===== config.mk =====
export PLATFORM = sky130hd
export DESIGN_NAME = periodic_slot_timer
export DESIGN_NICKNAME = d
export VERILOG_FILES = /design/src/hw/rtl/pst_pkg.sv /design/src/hw/rtl/pst_slot_unit.sv /design/src/hw/rtl/periodic_slot_timer.sv
export SDC_FILE = /design/constraint.sdc
export NUM_CORES = 2
export LEC_CHECK = 0
export BUFFER_PORTS_ARGS = -buffer_cell sky130_fd_sc_hd__buf_2
export CAP_MARGIN = 20
export CORE_MARGIN = 2
export CORE_UTILIZATION = 60
export CTS_BUF_LIST = sky130_fd_sc_hd__clkbuf_4
export CTS_CLUSTER_DIAMETER = 80
export CTS_CLUSTER_SIZE = 28
export DETAILED_ROUTE_END_ITERATION = 10
export GPL_ROUTABILITY_DRIVEN = 1
export PLACE_DENSITY_LB_ADDON = 0.15
export SLEW_MARGIN = 20
export SYNTH_ARGS = -nofsm -noshare
export SYNTH_HDL_FRONTEND = slang
export SYNTH_SLANG_ARGS = --single-unit

===== constraint.sdc =====
create_clock -name clk -period 20.7 [get_ports clk]
set_input_delay 2.07 -clock clk [delete_from_list [all_inputs] [get_ports clk]]
set_output_delay 2.07 -clock clk [all_outputs]
set_load 0.1 [all_outputs]

===== src/hw/rtl/pst_pkg.sv =====
// ----------------------------------------------------------------------------
// pst_pkg: shared types and constants of the periodic slot timer
// Request and response layouts, command and result codes, sequencer states.
// ----------------------------------------------------------------------------
package pst_pkg;

	localparam int SLOTS       = 16;
	localparam int HANDLE_BITS = 16;
	localparam int SLOT_BITS   = $clog2(SLOTS);
	localparam int USED_BITS   = SLOT_BITS + 1;
	localparam int IVAL_BITS   = 32;

	localparam logic [1:0] CMD_TICK   = 2'd0;
	localparam logic [1:0] CMD_ADD    = 2'd1;
	localparam logic [1:0] CMD_REMOVE = 2'd2;

	localparam logic [1:0] KIND_ADD    = 2'd0;
	localparam logic [1:0] KIND_REMOVE = 2'd1;
	localparam logic [1:0] KIND_FIRE   = 2'd2;

	typedef enum logic [1:0] {
		ST_IDLE,
		ST_TICK,
		ST_FLUSH
	} state_t;

	typedef struct packed {
		logic [1:0]             cmd;
		logic [IVAL_BITS-1:0]   interval;
		logic [HANDLE_BITS-1:0] handle;
		logic [4:0]             slot_id;
	} req_t;

	typedef struct packed {
		logic [1:0]             kind;
		logic [SLOT_BITS-1:0]   slot;
		logic [HANDLE_BITS-1:0] tag;
		logic                   ok;
		logic                   last;
	} rsp_t;

	typedef struct packed {
		logic                 fire;
		logic [IVAL_BITS-1:0] count;
	} slot_upd_t;

endpackage


===== src/hw/rtl/pst_slot_unit.sv =====
// ----------------------------------------------------------------------------
// pst_slot_unit: shared count update for one timer slot
// Increments a slot count, compares it with the interval and clears it on fire.
// ----------------------------------------------------------------------------
module pst_slot_unit (
	input  logic                           active,
	input  logic [pst_pkg::IVAL_BITS-1:0] count,
	input  logic [pst_pkg::IVAL_BITS-1:0] interval,
	output pst_pkg::slot_upd_t             upd
);

	logic [pst_pkg::IVAL_BITS-1:0] next_count;

	always_comb begin
		next_count = count + pst_pkg::IVAL_BITS'(1);
		upd.fire   = active && (interval != '0) && (next_count == interval);
		upd.count  = upd.fire ? '0 : next_count;
	end

endmodule


===== src/hw/rtl/periodic_slot_timer.sv =====
// ----------------------------------------------------------------------------
// periodic_slot_timer: table of periodic timer slots
// Add and remove requests are answered in the cycle after they are taken.
// A tick request walks the claimed slots through one shared count unit, one
// slot per cycle unless a fire waits on a stalled output. Only one request
// is in work at a time. Reset clears the handles and the slot usage count;
// counts and intervals are written by add before they are read.
// ----------------------------------------------------------------------------
module periodic_slot_timer (
	input  logic            clk,
	input  logic            arst_n,
	input  logic            req_valid,
	output logic            req_ready,
	input  pst_pkg::req_t   req,
	output logic            rsp_valid,
	input  logic            rsp_ready,
	output pst_pkg::rsp_t   rsp
);

	pst_pkg::state_t state_q, state_d;

	logic [pst_pkg::HANDLE_BITS-1:0] handle_q   [pst_pkg::SLOTS];
	logic [pst_pkg::IVAL_BITS-1:0]   count_q    [pst_pkg::SLOTS];
	logic [pst_pkg::IVAL_BITS-1:0]   interval_q [pst_pkg::SLOTS];
	logic [pst_pkg::USED_BITS-1:0]   used_q;
	logic [pst_pkg::SLOT_BITS-1:0]   idx_q;

	pst_pkg::rsp_t rsp_q, out_d, pend_q;
	logic          rsp_valid_q, pend_valid_q;

	pst_pkg::slot_upd_t upd;
	logic slot_active, out_free, out_load, step, visit_last;
	logic add_we, rem_we, idx_clr, has_room, id_ok;

	assign slot_active = handle_q[idx_q] != '0;
	assign out_free    = !rsp_valid_q || rsp_ready;
	assign req_ready   = (state_q == pst_pkg::ST_IDLE) && out_free;
	assign rsp_valid   = rsp_valid_q;
	assign rsp         = rsp_q;
	assign has_room    = used_q < pst_pkg::USED_BITS'(pst_pkg::SLOTS);
	assign id_ok       = pst_pkg::USED_BITS'(req.slot_id) < used_q;
	assign visit_last  = (pst_pkg::USED_BITS'(idx_q) + pst_pkg::USED_BITS'(1)) == used_q;

	pst_slot_unit u_slot_unit (
		.active   (slot_active),
		.count    (count_q[idx_q]),
		.interval (interval_q[idx_q]),
		.upd      (upd)
	);

	always_comb begin
		state_d  = state_q;
		out_load = 1'b0;
		out_d    = pend_q;
		step     = 1'b0;
		add_we   = 1'b0;
		rem_we   = 1'b0;
		idx_clr  = 1'b0;
		case (state_q)
			pst_pkg::ST_IDLE: begin
				if (req_valid && req_ready) begin
					case (req.cmd)
						pst_pkg::CMD_TICK: begin
							idx_clr = 1'b1;
							state_d = (used_q == '0) ? pst_pkg::ST_FLUSH : pst_pkg::ST_TICK;
						end
						pst_pkg::CMD_ADD: begin
							out_load   = 1'b1;
							add_we     = has_room;
							out_d.kind = pst_pkg::KIND_ADD;
							out_d.slot = has_room ? used_q[pst_pkg::SLOT_BITS-1:0] : '0;
							out_d.tag  = '0;
							out_d.ok   = has_room;
							out_d.last = 1'b1;
						end
						pst_pkg::CMD_REMOVE: begin
							out_load   = 1'b1;
							rem_we     = id_ok;
							out_d.kind = pst_pkg::KIND_REMOVE;
							out_d.slot = '0;
							out_d.tag  = '0;
							out_d.ok   = id_ok;
							out_d.last = 1'b1;
						end
						default: begin
						end
					endcase
				end
			end
			pst_pkg::ST_TICK: begin
				if (!(upd.fire && pend_valid_q && !out_free)) begin
					step = 1'b1;
					if (upd.fire && pend_valid_q) begin
						out_load = 1'b1;
					end
					if (visit_last) begin
						state_d = pst_pkg::ST_FLUSH;
					end
				end
			end
			pst_pkg::ST_FLUSH: begin
				if (!pend_valid_q) begin
					state_d = pst_pkg::ST_IDLE;
				end else if (out_free) begin
					out_load   = 1'b1;
					out_d.last = 1'b1;
					state_d    = pst_pkg::ST_IDLE;
				end
			end
			default: begin
				state_d = pst_pkg::ST_IDLE;
			end
		endcase
	end

	always_ff @(posedge clk or negedge arst_n) begin
		if (!arst_n) begin
			state_q      <= pst_pkg::ST_IDLE;
			used_q       <= '0;
			idx_q        <= '0;
			rsp_valid_q  <= 1'b0;
			pend_valid_q <= 1'b0;
			for (int i = 0; i < pst_pkg::SLOTS; i++) begin
				handle_q[i] <= '0;
			end
		end else begin
			state_q <= state_d;
			if (out_load) begin
				rsp_valid_q <= 1'b1;
			end else if (rsp_ready) begin
				rsp_valid_q <= 1'b0;
			end
			if (add_we) begin
				handle_q[used_q[pst_pkg::SLOT_BITS-1:0]] <= req.handle;
				used_q <= used_q + pst_pkg::USED_BITS'(1);
			end
			if (rem_we) begin
				handle_q[req.slot_id[pst_pkg::SLOT_BITS-1:0]] <= '0;
			end
			if (idx_clr) begin
				idx_q <= '0;
			end else if (step) begin
				idx_q <= idx_q + pst_pkg::SLOT_BITS'(1);
			end
			if (step && upd.fire) begin
				pend_valid_q <= 1'b1;
			end else if (state_q == pst_pkg::ST_FLUSH && out_load) begin
				pend_valid_q <= 1'b0;
			end
		end
	end

	always_ff @(posedge clk) begin
		if (out_load) begin
			rsp_q <= out_d;
		end
		if (step && upd.fire) begin
			pend_q.kind <= pst_pkg::KIND_FIRE;
			pend_q.slot <= idx_q;
			pend_q.tag  <= handle_q[idx_q];
			pend_q.ok   <= 1'b1;
			pend_q.last <= 1'b0;
		end
		if (add_we) begin
			count_q[used_q[pst_pkg::SLOT_BITS-1:0]]    <= '0;
			interval_q[used_q[pst_pkg::SLOT_BITS-1:0]] <= req.interval;
		end else if (step && slot_active) begin
			count_q[idx_q] <= upd.count;
		end
	end

endmodule


==> key figures <==
Clock network
  • Setup Fix Bufs, Post-CTS: 0
  • Clock Sinks: 1337
  • CTS resizes: 0
  • H-tree depth: 2
  • CTS tree: done
  • Clk slew on worst S/H paths: between 200 and 300 ps
  • Clock Tree Buf Depth: 3
  • Worst-skew pair later-pin latency: 1120 ps
  • Total CTS buffers: 56
  • Root Buffer: clkbuf_4
  • CTS hold repair buffers: 0

Run status
  • Status: finished clean

GRT
  • Gr ovfl total: 0
  • Initial antenna violation count: 18
  • First-pass GRT wire length: 215000 microns
  • GRT Resource Usage Total: 0.313
  • Vias in the first global route: 32034
  • Largest net degree at the start of global routing: 174

Worst setup path
  • Reg2reg start: idx_q[0]$_DFFE_PN0P_
  • FF-to-FF End: count_q[12][15]$_DFFE_PP_
  • Reg2reg setup slack: 12410 ps
  • Worst R2R Path Depth: 13
  • Delay-heaviest family, CP: simple AND/OR/NAND/NOR gates
  • Critical path's slowest cell: nor2_1
  • Cells along the critical path: buf_4, buf_12, buf_4, mux4_2, mux4_2, nor4_1, nand4_1, nand3_1, a2111oi_0, and4_1, nand4_1, nand2_2, nor2_1
  • Required @ worst endpoint: between 20000 and 25000 ps
  • CP endpoint kind: register
  • Arrival @ worst endpoint: 9030 ps
  • CP Launch Type: register
  • Critical-path maximum fanout: 108
  • Critical path class: reg2reg
  • Crit-path max cell delay: 950 ps
  • Critical path buffers and inverters: 3

Final layout
  • Nets@finish: 3554
  • P&R area growth vs syn: 4.43%
  • Layout cells sized above 1: 0.183

Logic synthesis
  • Post-synthesis cell count: 3461
  • Netlist cell types: 96
  • Register area share after synthesis: 0.694
  • Post-Syn Area: 55900 sq um
  • Yosys Warn Count: 0
  • Count of flip-flops with a built-in enable after synthesis: 1068
  • FFs w/ async S/R, synth: 0.201
  • Syn Nets: between 3000 and 4000
  • Synth Register Bits: roughly 1300
  • Syn Area/Cell: 16.2 sq um
  • Top FF cell, synth: edfxtp_1

Die
  • Row Count: 111
  • Die area: 95700 sq um
  • Die Ht: 309 microns
  • Initial Utilization: 0.608
  • Die X: 309 microns
  • Core area: slightly above 90000 sq um
  • Number of top-level pins: 85

Flow run
  • Max Cap Viol: 0

STA
  • TNS Setup: 0 ps
  • Hold_ws: 540 ps
  • Tightest Pin Transition: 1180 ps
  • Worst Skew: 141 ps
  • Max-slew headroom: 0.210
  • Final Max Tran Viols: 0
  • Final Cycle Share: 0.400
  • RSZ-0062 raised after global routing: no
  • Final Hold Fails: 0
  • FMAX: 121 MHz
  • Period minus WS final: ~8300 ps
  • Final setup viols: 0

Power
  • Leak Pwr: 19.9 nW
  • Peak VDD IR: 134 uV
  • Cell Pwr Density: 127 nW/um^2

Detailed routing
  • Vias/cell: 6.73
  • Initial DRC count: about 4200
  • WL/cell: 31.0 microns
  • Drt pass-1 iters: 6
  • Routed Antenna Nets: 0
  • DRT Wirelength: roughly 150000 microns
  • Drt drc: 0
  • Via count: 32081

Placement
  • Port buffer count: 84
  • Post-DP HPWL: around 90000 microns
  • Gpl congestion: slightly above 0.9

Worst hold path
  • Hold Path Cell Cnt: 2
  • Worst Hold Class: reg2reg
  • Hold path start: handle_q[6]$_DFF_PN0_
  • Hold path endpoint: handle_q[6]$_DFF_PN0_
-- per-layer routing --
layer  part of all wire  GRT usage  wire length, microns
met1               0.39      0.437                 57300
met2               0.49      0.506                 71900
met3              0.089     0.0566                 13200
met4              0.036      0.102                  5250
met5             0.0010          0                   147
-- cell usage after synthesis (10+ instances only) --
| library cell | n | area (sq um) |
|---|---|---|
| nand2b_1 | 16 | 100 |
| and2_1 | 25 | 156 |
| nand2_1 | 652 | 2450 |
| mux2i_1 | 68 | 681 |
| buf_1 | 18 | 67.6 |
| o22ai_1 | 13 | 81.3 |
| clkbuf_1 | 104 | 390 |
| o21ai_0 | 22 | 110 |
| xor2_1 | 16 | 140 |
| nor3_1 | 21 | 105 |
| buf_2 | 25 | 125 |
| ha_1 | 13 | 163 |
| mux4_2 | 289 | 6510 |
| buf_6 | 20 | 225 |
| mux4_1 | 20 | 526 |
| nor4_1 | 18 | 113 |
| clkinv_1 | 16 | 60.1 |
| and3_1 | 10 | 62.6 |
| dfrtp_1 | 269 | 6730 |
| inv_1 | 19 | 71.3 |
| a21oi_1 | 268 | 1340 |
| nand3_1 | 28 | 140 |
| a22oi_1 | 84 | 631 |
| xnor2_1 | 48 | 420 |
| edfxtp_1 | 1068 | 32100 |
| nor2_1 | 84 | 315 |
| a221oi_1 | 22 | 193 |
| buf_4 | 23 | 173 |
-- state kept, by name, indices dropped and copies added (netlist names) --
| register | count |
|---|---|
| count_q | 512 |
| handle_q | 256 |
| idx_q | 4 |
| interval_q | 512 |
| pend_q | 20 |
| pend_valid_q | 1 |
| rsp | 24 |
| rsp_valid | 1 |
| state_q | 2 |
| used_q | 5 |
-- cell usage in the layout (no fill, tap or decap), types with 5 or more instances in the layout --
cell type / synthesis / final
nand2b_1: 16 / 16
a221oi_1: 22 / 22
o21ai_1: 5 / 5
or4_1: 7 / 7
and3_1: 10 / 10
a21oi_1: 268 / 268
dfrtp_1: 269 / 266
nand4_1: 9 / 9
nor3_2: 1 / 5
inv_1: 19 / 18
o21ai_0: 22 / 22
buf_2: 25 / 84
nand2_2: 4 / 5
xor2_1: 16 / 16
or3_1: 6 / 6
nor4b_1: 5 / 5
clkbuf_4: 2 / 75
mux2_2: 9 / 9
xnor2_1: 48 / 48
inv_2: 0 / 20
diode_2: 0 / 10
o22ai_4: 0 / 5
nor2_2: 1 / 5
and2_1: 25 / 24
ha_1: 13 / 13
mux4_2: 289 / 289
edfxtp_1: 1068 / 1068
nor2b_1: 9 / 6
and4_1: 5 / 5
nand3_1: 28 / 28
nor4_1: 18 / 17
buf_4: 23 / 81
nor3_1: 21 / 17
o22ai_1: 13 / 8
mux2i_1: 68 / 67
a22oi_1: 84 / 84
mux4_1: 20 / 20
nand2_1: 652 / 651
nor2_1: 84 / 79
-- kinds of logic after synthesis --
family / synth area share
AO/OA/AOI/OAI: 0.0539
XOR/XNOR: 0.0112
adder cells (fa/ha/maj): 0.00291
buffers and inverters: 0.0248
flip-flops: 0.694
multiplexers: 0.140
AND/OR/NAND/NOR: 0.0736
-- stage by stage --
stage	power [W]	setup slack (ps)	std cells	cell area (sq um)	util
floorplan	0.00554	13310	3461	55900	-
global route	0.00770	11830	4760	58400	0.634
finish	0.00744	12410	4766	58400	0.634
detailed placement	0.00652	12570	4666	57600	0.626
CTS	0.00743	12510	4755	58400	0.634
global placement	0.00648	12880	4666	57600	0.626
-- worst min-delay path, stage by stage (launching register included) --
cell,delay [ps]
dfrtp_1,440
nand2_1,50
a21oi_1,50
-- where the power goes --
group | internal (W) | leakage, nW | total, W | switching (W)
logic | 0.00103 | 5.95 | 0.00303 | 0.00200
registers | 0.00337 | 13.5 | 0.00346 | 0.0000846
clock network | 0.000199 | 0.430 | 0.000948 | 0.000749
-- final cells by class --
cell class,instances,area [sq um]
Sequential cell,1337,38800
Fill cell,6472,33700
Multi-Input combinational cell,1882,16000
Tap cell,1243,1560
Timing Repair Buffer,170,1120
Clock buffer,75,563
Clock inverter,14,171
Inverter,35,131
Antenna cell,10,25.0
-- worst max path at each step --
stage,from,to,slack [ps],depth (start not counted)
6_report,idx_q[0]$_DFFE_PN0P_,count_q[12][15]$_DFFE_PP_,12410,13
4_1_cts,idx_q[0]$_DFFE_PN0P_,count_q[12][15]$_DFFE_PP_,12510,13
5_1_grt,idx_q[0]$_DFFE_PN0P_,count_q[15][30]$_DFFE_PP_,11830,13
3_3_place_gp,idx_q[0]$_DFFE_PN0P_,count_q[12][12]$_DFFE_PP_,12880,13
3_5_place_dp,idx_q[0]$_DFFE_PN0P_,count_q[11][19]$_DFFE_PP_,12570,13
2_1_floorplan,rsp_ready,count_q[15][0]$_DFFE_PP_,13310,8
Note: power is estimated with default switching activity, not from simulation.
